`src/hdl/cfd_pkg.sv`:
```
// types and constants shared by the command frame deframer modules
// no dependencies; imported by cfd_ctrl, cfd_datapath and the top level
`default_nettype none

package cfd_pkg;

    localparam logic [7:0] SYNC_A      = 8'hA5;
    localparam logic [7:0] SYNC_B      = 8'h5A;
    localparam logic [7:0] LOC_PFX0    = 8'h52;
    localparam logic [7:0] LOC_PFX1    = 8'h4C;
    localparam logic [7:0] LOC_PFX2    = 8'h59;
    localparam logic [7:0] CODE_REBOOT = 8'h01;
    localparam logic [7:0] LOC_LEN     = 8'd4;

    typedef enum logic [1:0] {
        KIND_FWD    = 2'd0,
        KIND_REBOOT = 2'd1,
        KIND_CHAN   = 2'd2,
        KIND_IGNORE = 2'd3
    } kind_t;

    typedef enum logic [3:0] {
        ST_IDLE,
        ST_CHECK,
        ST_SRCH0,
        ST_SRCH,
        ST_LEN_A,
        ST_LEN_B,
        ST_LEN_C,
        ST_PAY_W,
        ST_PAY,
        ST_CK,
        ST_LOC,
        ST_FWD_W,
        ST_FWD
    } state_t;

    typedef enum logic [2:0] {
        OFF_HOLD,
        OFF_CLR,
        OFF_INC,
        OFF_LEN,
        OFF_PAY
    } off_op_t;

    typedef enum logic [2:0] {
        DROP_NONE,
        DROP_ONE,
        DROP_HIT,
        DROP_MISS,
        DROP_FRAME
    } drop_op_t;

    typedef enum logic [1:0] {
        EMIT_NONE,
        EMIT_LOCAL,
        EMIT_FWD
    } emit_op_t;

    typedef struct packed {
        logic     wr_in;
        off_op_t  off_op;
        drop_op_t drop_op;
        logic     len_load;
        logic     pay_acc;
        logic     prev_load;
        emit_op_t emit_op;
    } cmd_t;

    typedef struct packed {
        logic fill_lt4;
        logic found;
        logic srch_end;
        logic len_bad;
        logic len_short;
        logic pay_end;
        logic ck_ok;
        logic is_local;
        logic fwd_last;
        logic out_free;
    } sts_t;

    // channel table for the set channel codes; bit 8 flags a known code
    function automatic logic [8:0] channel_of(input logic [7:0] code);
        logic [8:0] r;
        case (code)
            8'h10:   r = {1'b1, 8'd84};
            8'h11:   r = {1'b1, 8'd78};
            8'h12:   r = {1'b1, 8'd67};
            8'h13:   r = {1'b1, 8'd50};
            8'h14:   r = {1'b1, 8'd33};
            8'h15:   r = {1'b1, 8'd17};
            8'h16:   r = {1'b1, 8'd2};
            default: r = 9'd0;
        endcase
        return r;
    endfunction

endpackage

`default_nettype wire

```
`src/hdl/cfd_datapath.sv`:
```
// datapath of the command frame deframer: circular byte window, scan offset,
// checksum, local command decode and result register; depends on cfd_pkg
`default_nettype none

module cfd_datapath #(
    parameter int MAX_PAYLOAD  = 16,
    parameter int WINDOW_DEPTH = 20
) (
    input  wire              clk,
    input  wire              rst_n,
    input  cfd_pkg::cmd_t    cmd,
    output cfd_pkg::sts_t    sts,
    input  wire  [7:0]       byte_in,
    output logic             out_valid,
    input  wire              out_ready,
    output logic [1:0]       kind,
    output logic [7:0]       value,
    output logic             last
);
    import cfd_pkg::*;

    localparam int PTR_W = $clog2(WINDOW_DEPTH);
    localparam int CNT_W = $clog2(WINDOW_DEPTH + 1);
    localparam int ADD_W = CNT_W + 1;

    logic [7:0]       mem [WINDOW_DEPTH];
    logic [7:0]       rdata_reg;
    logic [PTR_W-1:0] head_reg, head_next;
    logic [CNT_W-1:0] fill_reg, fill_next;
    logic [CNT_W-1:0] off_reg, off_next;
    logic [7:0]       prev_reg;
    logic [7:0]       len_reg;
    logic [7:0]       sum_reg;
    logic [7:0]       code_reg;
    logic [2:0]       match_reg;
    logic             out_valid_reg;
    kind_t            kind_reg;
    logic [7:0]       value_reg;
    logic             last_reg;

    logic [PTR_W-1:0] raddr;
    logic [PTR_W-1:0] waddr;
    logic [CNT_W-1:0] drop_n;
    logic [8:0]       len_need;
    logic [8:0]       off_ext;
    logic [8:0]       len_ext;
    logic [8:0]       chan;
    logic             out_free;

    function automatic logic [PTR_W-1:0] wrap(input logic [ADD_W-1:0] s);
        logic [ADD_W-1:0] r;
        r = s;
        if (s >= ADD_W'(WINDOW_DEPTH))
            r = s - ADD_W'(WINDOW_DEPTH);
        return r[PTR_W-1:0];
    endfunction

    assign raddr    = wrap(ADD_W'(head_reg) + ADD_W'(off_reg));
    assign waddr    = wrap(ADD_W'(head_reg) + ADD_W'(fill_reg));
    assign len_need = {1'b0, rdata_reg} + 9'd4;
    assign off_ext  = 9'(off_reg);
    assign len_ext  = {1'b0, len_reg};
    assign out_free = !out_valid_reg || out_ready;
    assign chan     = channel_of(code_reg);

    assign sts.fill_lt4  = fill_reg < CNT_W'(4);
    assign sts.found     = (off_reg >= CNT_W'(2)) && (prev_reg == SYNC_A)
                           && (rdata_reg == SYNC_B);
    assign sts.srch_end  = off_reg == fill_reg;
    assign sts.len_bad   = (rdata_reg == 8'd0) || (rdata_reg > 8'(MAX_PAYLOAD));
    assign sts.len_short = 9'(fill_reg) < len_need;
    assign sts.pay_end   = off_ext == len_ext + 9'd3;
    assign sts.ck_ok     = rdata_reg == sum_reg;
    assign sts.is_local  = (len_reg == LOC_LEN) && (&match_reg);
    assign sts.fwd_last  = off_ext == len_ext + 9'd2;
    assign sts.out_free  = out_free;

    always_comb
    begin
        case (cmd.drop_op)
            DROP_ONE:   drop_n = CNT_W'(1);
            DROP_HIT:   drop_n = off_reg - CNT_W'(2);
            DROP_MISS:  drop_n = fill_reg - CNT_W'(1);
            DROP_FRAME: drop_n = CNT_W'(len_ext + 9'd4);
            default:    drop_n = '0;
        endcase
    end

    always_comb
    begin
        head_next = head_reg;
        fill_next = fill_reg;
        if (cmd.wr_in)
        begin
            if (fill_reg == CNT_W'(WINDOW_DEPTH))
                head_next = wrap(ADD_W'(head_reg) + ADD_W'(1));
            else
                fill_next = fill_reg + CNT_W'(1);
        end
        else
        begin
            head_next = wrap(ADD_W'(head_reg) + ADD_W'(drop_n));
            fill_next = fill_reg - drop_n;
        end
    end

    always_comb
    begin
        case (cmd.off_op)
            OFF_CLR: off_next = '0;
            OFF_INC: off_next = off_reg + CNT_W'(1);
            OFF_LEN: off_next = CNT_W'(2);
            OFF_PAY: off_next = CNT_W'(3);
            default: off_next = off_reg;
        endcase
    end

    always_ff @(posedge clk)
    begin
        if (cmd.wr_in)
            mem[waddr] <= byte_in;
        rdata_reg <= mem[raddr];
    end

    always_ff @(posedge clk or negedge rst_n)
    begin
        if (!rst_n)
        begin
            head_reg      <= '0;
            fill_reg      <= '0;
            off_reg       <= '0;
            out_valid_reg <= 1'b0;
        end
        else
        begin
            head_reg <= head_next;
            fill_reg <= fill_next;
            off_reg  <= off_next;
            if (cmd.emit_op != EMIT_NONE)
                out_valid_reg <= 1'b1;
            else if (out_ready)
                out_valid_reg <= 1'b0;
        end
    end

    always_ff @(posedge clk)
    begin
        if (cmd.prev_load)
            prev_reg <= rdata_reg;
        if (cmd.len_load)
        begin
            len_reg   <= rdata_reg;
            sum_reg   <= rdata_reg ^ SYNC_A ^ SYNC_B;
            match_reg <= '0;
        end
        if (cmd.pay_acc)
        begin
            sum_reg <= sum_reg ^ rdata_reg;
            if (off_reg == CNT_W'(4))
                match_reg[0] <= rdata_reg == LOC_PFX0;
            if (off_reg == CNT_W'(5))
                match_reg[1] <= rdata_reg == LOC_PFX1;
            if (off_reg == CNT_W'(6))
                match_reg[2] <= rdata_reg == LOC_PFX2;
            if (off_reg == CNT_W'(7))
                code_reg <= rdata_reg;
        end
        case (cmd.emit_op)
            EMIT_LOCAL:
            begin
                last_reg <= 1'b1;
                if (code_reg == CODE_REBOOT)
                begin
                    kind_reg  <= KIND_REBOOT;
                    value_reg <= 8'd0;
                end
                else if (chan[8])
                begin
                    kind_reg  <= KIND_CHAN;
                    value_reg <= chan[7:0];
                end
                else
                begin
                    kind_reg  <= KIND_IGNORE;
                    value_reg <= 8'd0;
                end
            end
            EMIT_FWD:
            begin
                kind_reg  <= KIND_FWD;
                value_reg <= rdata_reg;
                last_reg  <= sts.fwd_last;
            end
            default:
            begin
            end
        endcase
    end

    assign out_valid = out_valid_reg;
    assign kind      = kind_reg;
    assign value     = value_reg;
    assign last      = last_reg;

    a_fill_bound: assert property (@(posedge clk) disable iff (!rst_n)
        fill_reg <= CNT_W'(WINDOW_DEPTH))
        else $error("window fill beyond depth");

    a_head_bound: assert property (@(posedge clk) disable iff (!rst_n)
        head_reg < PTR_W'(WINDOW_DEPTH))
        else $error("window head out of range");

    a_emit_free: assert property (@(posedge clk) disable iff (!rst_n)
        cmd.emit_op != EMIT_NONE |-> out_free)
        else $error("result loaded over a pending request");

    a_write_fill: assert property (@(posedge clk) disable iff (!rst_n)
        cmd.wr_in |=> fill_reg != '0)
        else $error("window empty after a byte write");

endmodule

`default_nettype wire

```
`src/hdl/cfd_ctrl.sv`:
```
// controller of the command frame deframer: sync hunt, length, checksum and
// result sequencing over the datapath window; depends on cfd_pkg
`default_nettype none

module cfd_ctrl (
    input  wire           clk,
    input  wire           rst_n,
    input  wire           in_valid,
    output logic          in_ready,
    output cfd_pkg::cmd_t cmd,
    input  cfd_pkg::sts_t sts
);
    import cfd_pkg::*;

    state_t state_reg, state_next;

    always_ff @(posedge clk or negedge rst_n)
    begin
        if (!rst_n)
            state_reg <= ST_IDLE;
        else
            state_reg <= state_next;
    end

    always_comb
    begin
        state_next    = state_reg;
        in_ready      = 1'b0;
        cmd.wr_in     = 1'b0;
        cmd.off_op    = OFF_HOLD;
        cmd.drop_op   = DROP_NONE;
        cmd.len_load  = 1'b0;
        cmd.pay_acc   = 1'b0;
        cmd.prev_load = 1'b0;
        cmd.emit_op   = EMIT_NONE;
        case (state_reg)
            ST_IDLE:
            begin
                in_ready = 1'b1;
                if (in_valid)
                begin
                    cmd.wr_in  = 1'b1;
                    state_next = ST_CHECK;
                end
            end
            ST_CHECK:
            begin
                if (sts.fill_lt4)
                    state_next = ST_IDLE;
                else
                begin
                    cmd.off_op = OFF_CLR;
                    state_next = ST_SRCH0;
                end
            end
            ST_SRCH0:
            begin
                cmd.off_op = OFF_INC;
                state_next = ST_SRCH;
            end
            ST_SRCH:
            begin
                cmd.prev_load = 1'b1;
                if (sts.found)
                begin
                    cmd.drop_op = DROP_HIT;
                    state_next  = ST_LEN_A;
                end
                else if (sts.srch_end)
                begin
                    cmd.drop_op = DROP_MISS;
                    state_next  = ST_IDLE;
                end
                else
                    cmd.off_op = OFF_INC;
            end
            ST_LEN_A:
            begin
                if (sts.fill_lt4)
                    state_next = ST_IDLE;
                else
                begin
                    cmd.off_op = OFF_LEN;
                    state_next = ST_LEN_B;
                end
            end
            ST_LEN_B:
            begin
                state_next = ST_LEN_C;
            end
            ST_LEN_C:
            begin
                cmd.len_load = 1'b1;
                if (sts.len_bad)
                begin
                    cmd.drop_op = DROP_ONE;
                    state_next  = ST_CHECK;
                end
                else if (sts.len_short)
                    state_next = ST_IDLE;
                else
                begin
                    cmd.off_op = OFF_PAY;
                    state_next = ST_PAY_W;
                end
            end
            ST_PAY_W:
            begin
                cmd.off_op = OFF_INC;
                state_next = ST_PAY;
            end
            ST_PAY:
            begin
                cmd.pay_acc = 1'b1;
                if (sts.pay_end)
                    state_next = ST_CK;
                else
                    cmd.off_op = OFF_INC;
            end
            ST_CK:
            begin
                if (!sts.ck_ok)
                begin
                    cmd.drop_op = DROP_ONE;
                    state_next  = ST_CHECK;
                end
                else if (sts.is_local)
                    state_next = ST_LOC;
                else
                begin
                    cmd.off_op = OFF_PAY;
                    state_next = ST_FWD_W;
                end
            end
            ST_LOC:
            begin
                if (sts.out_free)
                begin
                    cmd.emit_op = EMIT_LOCAL;
                    cmd.drop_op = DROP_FRAME;
                    state_next  = ST_CHECK;
                end
            end
            ST_FWD_W:
            begin
                state_next = ST_FWD;
            end
            ST_FWD:
            begin
                if (sts.out_free)
                begin
                    cmd.emit_op = EMIT_FWD;
                    if (sts.fwd_last)
                    begin
                        cmd.drop_op = DROP_FRAME;
                        state_next  = ST_CHECK;
                    end
                    else
                    begin
                        cmd.off_op = OFF_INC;
                        state_next = ST_FWD_W;
                    end
                end
            end
            default:
            begin
                state_next = ST_IDLE;
            end
        endcase
    end

    a_accept_check: assert property (@(posedge clk) disable iff (!rst_n)
        in_valid && in_ready |=> state_reg == ST_CHECK)
        else $error("accepted byte not followed by a window check");

    a_pay_stay: assert property (@(posedge clk) disable iff (!rst_n)
        state_reg == ST_PAY && !sts.pay_end |=> state_reg == ST_PAY)
        else $error("payload pass left before its end");

    a_fwd_hold: assert property (@(posedge clk) disable iff (!rst_n)
        state_reg == ST_FWD && !sts.out_free |=> state_reg == ST_FWD)
        else $error("forwarding moved on while the result slot was full");

endmodule

`default_nettype wire

```
`src/hdl/command_frame_deframer_unit.sv`:
```
// Command frame deframer. One host byte is taken per request into a circular
// window of WINDOW_DEPTH bytes; the window is hunted for A5 5A, a length of
// 1..MAX_PAYLOAD, the payload and an XOR checksum, and each good frame gives
// one local command result or its payload bytes with last set on the final
// one. Bad length or checksum drops one byte and the window is rescanned.
// After each byte is taken, the window is walked through the single read port
// of the window memory: a window check, the sync hunt, the length, the
// checksum pass, then a local command result or each forwarded byte; no
// further byte is taken until the walk ends, and every bad length or checksum
// adds another check and hunt. A pending result does not hold off the next
// byte, but a further result of the same scan waits until the pending one is
// taken. Top level; depends on cfd_pkg, cfd_ctrl and cfd_datapath.
`default_nettype none

module command_frame_deframer_unit #(
    parameter int MAX_PAYLOAD  = 16,
    parameter int WINDOW_DEPTH = 20
) (
    input  wire        clk,
    input  wire        rst_n,
    input  wire        in_valid,
    output logic       in_ready,
    input  wire  [7:0] byte_in,
    output logic       out_valid,
    input  wire        out_ready,
    output logic [1:0] kind,
    output logic [7:0] value,
    output logic       last
);
    import cfd_pkg::*;

    cmd_t cmd;
    sts_t sts;

    cfd_ctrl u_ctrl (
        .clk      (clk),
        .rst_n    (rst_n),
        .in_valid (in_valid),
        .in_ready (in_ready),
        .cmd      (cmd),
        .sts      (sts)
    );

    cfd_datapath #(
        .MAX_PAYLOAD  (MAX_PAYLOAD),
        .WINDOW_DEPTH (WINDOW_DEPTH)
    ) u_datapath (
        .clk       (clk),
        .rst_n     (rst_n),
        .cmd       (cmd),
        .sts       (sts),
        .byte_in   (byte_in),
        .out_valid (out_valid),
        .out_ready (out_ready),
        .kind      (kind),
        .value     (value),
        .last      (last)
    );

endmodule

`default_nettype wire

```
`config.mk`:
```
export PLATFORM = sky130hd
export DESIGN_NAME = command_frame_deframer_unit
export DESIGN_NICKNAME = d
export VERILOG_FILES = /design/src/hdl/cfd_pkg.sv /design/src/hdl/cfd_datapath.sv /design/src/hdl/cfd_ctrl.sv /design/src/hdl/command_frame_deframer_unit.sv
export SDC_FILE = /design/constraint.sdc
export NUM_CORES = 1
export LEC_CHECK = 0
export BUFFER_PORTS_ARGS = -buffer_cell sky130_fd_sc_hd__buf_4
export CAP_MARGIN = 25
export CORE_UTILIZATION = 45
export CTS_CLUSTER_SIZE = 10
export DETAILED_ROUTE_END_ITERATION = 10
export PLACE_DENSITY_LB_ADDON = 0.12
export SETUP_SLACK_MARGIN = 0.1
export SYNTH_ARGS = -nofsm -noshare
export SYNTH_HDL_FRONTEND = slang
export SYNTH_SLANG_ARGS = --single-unit
```
`constraint.sdc`:
```
create_clock -name clk -period 4.2 [get_ports clk]
set_input_delay 0.63 -clock clk [delete_from_list [all_inputs] [get_ports clk]]
set_output_delay 0.63 -clock clk [all_outputs]
set_load 0.01 [all_outputs]
```
==> metrics.csv <==
metric,value,unit
status,"finished, final reports clean",
pin count of the biggest net entering global routing,41,
setup TNS,0,ns
max reg flops,160,
Power Internal,7.11,mW
Setup Viol. Count Final,0,
register area share after synthesis,0.581,
area of the multi-input gates,4670,sq um
DP Area,12600,sq um
Slew @ Worst Pin,0.841,ns
ys async rst share,0.0855,
Final HPWL DP,18.1,mm
H-tree depth,1,
Place WS,0.0868,ns
unrepaired setup endpoints after global routing,yes,
routed vias/inst,5.67,
Worst-Skew Late Latency,0.54,ns
FILL cells,2133,
CTS tree,done,
global route overflow,0,
WS Path Type,reg -> reg,
largest family of logic cells by synthesized area,simple AND/OR/NAND/NOR gates,
total core area,25400,sq um
final slew viol count,0,
vias,7382,
Die Span X,163,microns
Yosys reg bits,234,
"area leader, netlist",edfxtp_1,
clock network power share,0.179,
RD Place Congestion,0.905,
Ports,25,
Starting Density,0.462,
final hold vios,0,
starting DRC count in detailed routing,525,
Die ar.,26700,sq um
switching share of total power,0.410,
synthesized area,11700,sq um
fin crit share,0.946,
crit path launch type,flop,
DRC violations left,0,
compound-gate portion of the synthesized area,0.0766,
combinational share of power,0.548,
NetSw,4.94,mW
Hold Path Class,in -> reg,
slew margin rel.,0.439,
peak supply drop,1060,uV
"Max FO, Critical Path",3,
clk sinks,234,
synthesized net count,941,
Critical Path Most Common Cell,nand3_1,
design area,13600,sq um
clk buf depth,3,
"non-filler cells, final",1302,
Biggest register,u_datapath.mem,
Leakage,5.01,nW
Cells after Synth,872,
final wirelength,26.6,mm
total power,12.0,mW
number of synthesized flops with an enable pin,203,
clk_skew,0.0204,ns
first-pass GRT wire length,41.5,mm
min Tclk post-route,3.98,ns
P per Cell Area,888,nW/um^2
warnings from Yosys,0,
All-Layer GR Usage,0.206,
CP Capture Type,flop,
vias in the first global route,7363,
post-synthesis mux area share,0.0984,
Reg power frac,0.273,
FP Rows,58,
initial antenna violation count,0,
Critical Path AT,4.40,ns
1st-pass router iterations,5,
Synth area leaders,"edfxtp_1 52%, mux4_2 7.7%, ha_1 5.7%",
delay of the slowest critical-path stage,0.47,ns
overall die height,163,microns
Critical-path top delay cell,edfxtp_1,
Fmax,252,MHz
synth cell count leaders,"203 x edfxtp_1, 68 x nor2_1, 65 x nand2_1, 53 x ha_1",
Main synth FF type,edfxtp_1,
Port Buf Inserts,24,
antenna cells,0,
Max Cap Violations,0,
Routed Antenna Nets,0,
setup ws final,0.225,ns
Synth Area in XOR/XNOR,0.0463,
most used standard cell by instance count after synthesis,edfxtp_1,
"share of synthesized cell area in full adder, half adder and majority cells",0.0633,
per-cell routed wire length,20.4,microns
simple-gate share of the synthesized area,0.106,
CTS buffer count,28,
Synth cell types,75,
WP data required,4.62,ns
Sequential Area,6820,sq um
Root Driver,clkbuf_16,
Layout area overhead,15.6,%
crit-path cells,ha_1 -> xnor2_1 -> or3_4 -> a211oi_2 -> nand3_1 -> nand2_2 -> a221o_1 -> inv_2 -> ha_2 -> nand2_1 -> fa_1 -> nor2b_4 -> o21ai_1 -> nand2b_1 -> xnor2_2 -> nand3_1 -> nor2b_1 -> o211a_1,
clk slew on worst S/H paths,0.06,ns
Placed Instances,1239,
top cell type's share of synthesized area,0.520,
share of cells above drive strength 1,0.211,
syn avg cell area,13.5,sq um
final net count,1019,
==> metrics by stage <==
stage	util	hold WS [ns]
2_1_floorplan	-	0.334
3_3_place_gp	0.495	0.469
3_5_place_dp	0.495	0.473
4_1_cts	0.527	0.456
5_1_grt	0.534	0.469
6_report	0.534	0.464
==> cells in the final DEF, fill, tap and decap left out, drive strengths merged, types with 4 or more instances in the layout <==
cell,synthesis,routed
or3,8,8
mux2i,22,22
o21ai,26,26
clkinv,0,5
nand2,66,66
fa,4,4
a31oi,7,7
nand3b,6,6
inv,40,40
nand4,9,9
ha,53,53
nor4,9,9
nor3,14,14
dfrtp,20,20
clkbuf,30,47
a21oi,28,28
o31ai,6,6
xor2,23,23
xnor2,39,39
and2,7,7
a211oi,4,4
nand3,19,19
mux4,40,40
o221ai,10,10
edfxtp,203,203
a22o,4,4
a21o,11,11
nor2,68,68
nor2b,8,8
and3,4,4
buf,13,90
dfxtp,11,11
nand2b,8,8
==> power by group through the flow <==
stage	Sequential (mW)	Clock [mW]	Combinational (mW)
after floorplan	3.24	0	4.84
after global placement	3.31	0	6.40
after detailed placement	3.33	0	6.54
after CTS	3.28	2.22	6.57
after global routing	3.33	2.30	7.23
final	3.28	2.16	6.60
==> worst paths after layout <==
| kind | startpoint | to | slack, ns | depth (start not counted) |
|---|---|---|---|---|
| setup reg to reg | u_datapath.len_reg[2]$_DFFE_PP_ | u_datapath.fill_reg[4]$_DFFE_PN0P_ | 0.22 | 18 |
| max in group asynchronous | rst_n | u_datapath.off_reg[1]$_DFFE_PN0P_ | 3.42 | 2 |
| hold reg to reg | u_datapath.match_reg[1]$_DFF_P_ | u_datapath.match_reg[1]$_DFF_P_ | 0.48 | 2 |
| hold / removal | byte_in[2] | u_datapath.mem[0][2]$_DFFE_PP_ | 0.46 | 1 |
| setup / recovery | u_datapath.len_reg[2]$_DFFE_PP_ | u_datapath.fill_reg[4]$_DFFE_PN0P_ | 0.22 | 18 |
| min in group asynchronous | rst_n | u_datapath.fill_reg[4]$_DFFE_PN0P_ | 0.53 | 2 |
==> worst max-delay path, delay by kind of cell, from the launching register on <==
family                     cells  cell delay (ns)
buffers and inverters          1             0.06
AOI/OAI and AO/OA              4             0.71
xor gates and xnor gates       2             0.28
adders and majority gates      3             1.12
and+or+nand+nor                8             1.21
DFF                            1             0.47
==> cell type report <==
type | instances | area share
timing repair buffer | 91 | 0.0511
clock inverter | 5 | 0.00175
inverter | 40 | 0.0111
clock buffer | 47 | 0.0585
multi-input combinational | 555 | 0.345
sequential | 234 | 0.503
tap | 330 | 0.0304
==> repair_timing <==
action / CTS / global route
pin swaps: 0 / 15
hold endpoints to repair: 20 / 0
resized for setup: 1 / 27
hold buffers: 1 / 0
endpoints found under the setup margin: 1 / 3
gates cloned: 0 / 0
buffers inserted: 0 / 10
==> layer usage <==
metal,part of all wire,GRT usage,routed length [microns]
met1,0.44,0.281,11800
met2,0.49,0.348,13100
met3,0.039,0.0231,1030
met4,0.024,0.0593,650
met5,0,0,0
==> logic make-up (layout without fill, tap and decap cells) <==
logic type      after synthesis  count (layout)
flops                       234             234
mux                          65              65
buf+inv                      83             183
fa+ha+maj                    57              57
compound gates              124             124
xor+xnor                     62              62
simple gates                247             247
Note: power is estimated with default switching activity, not from simulation.
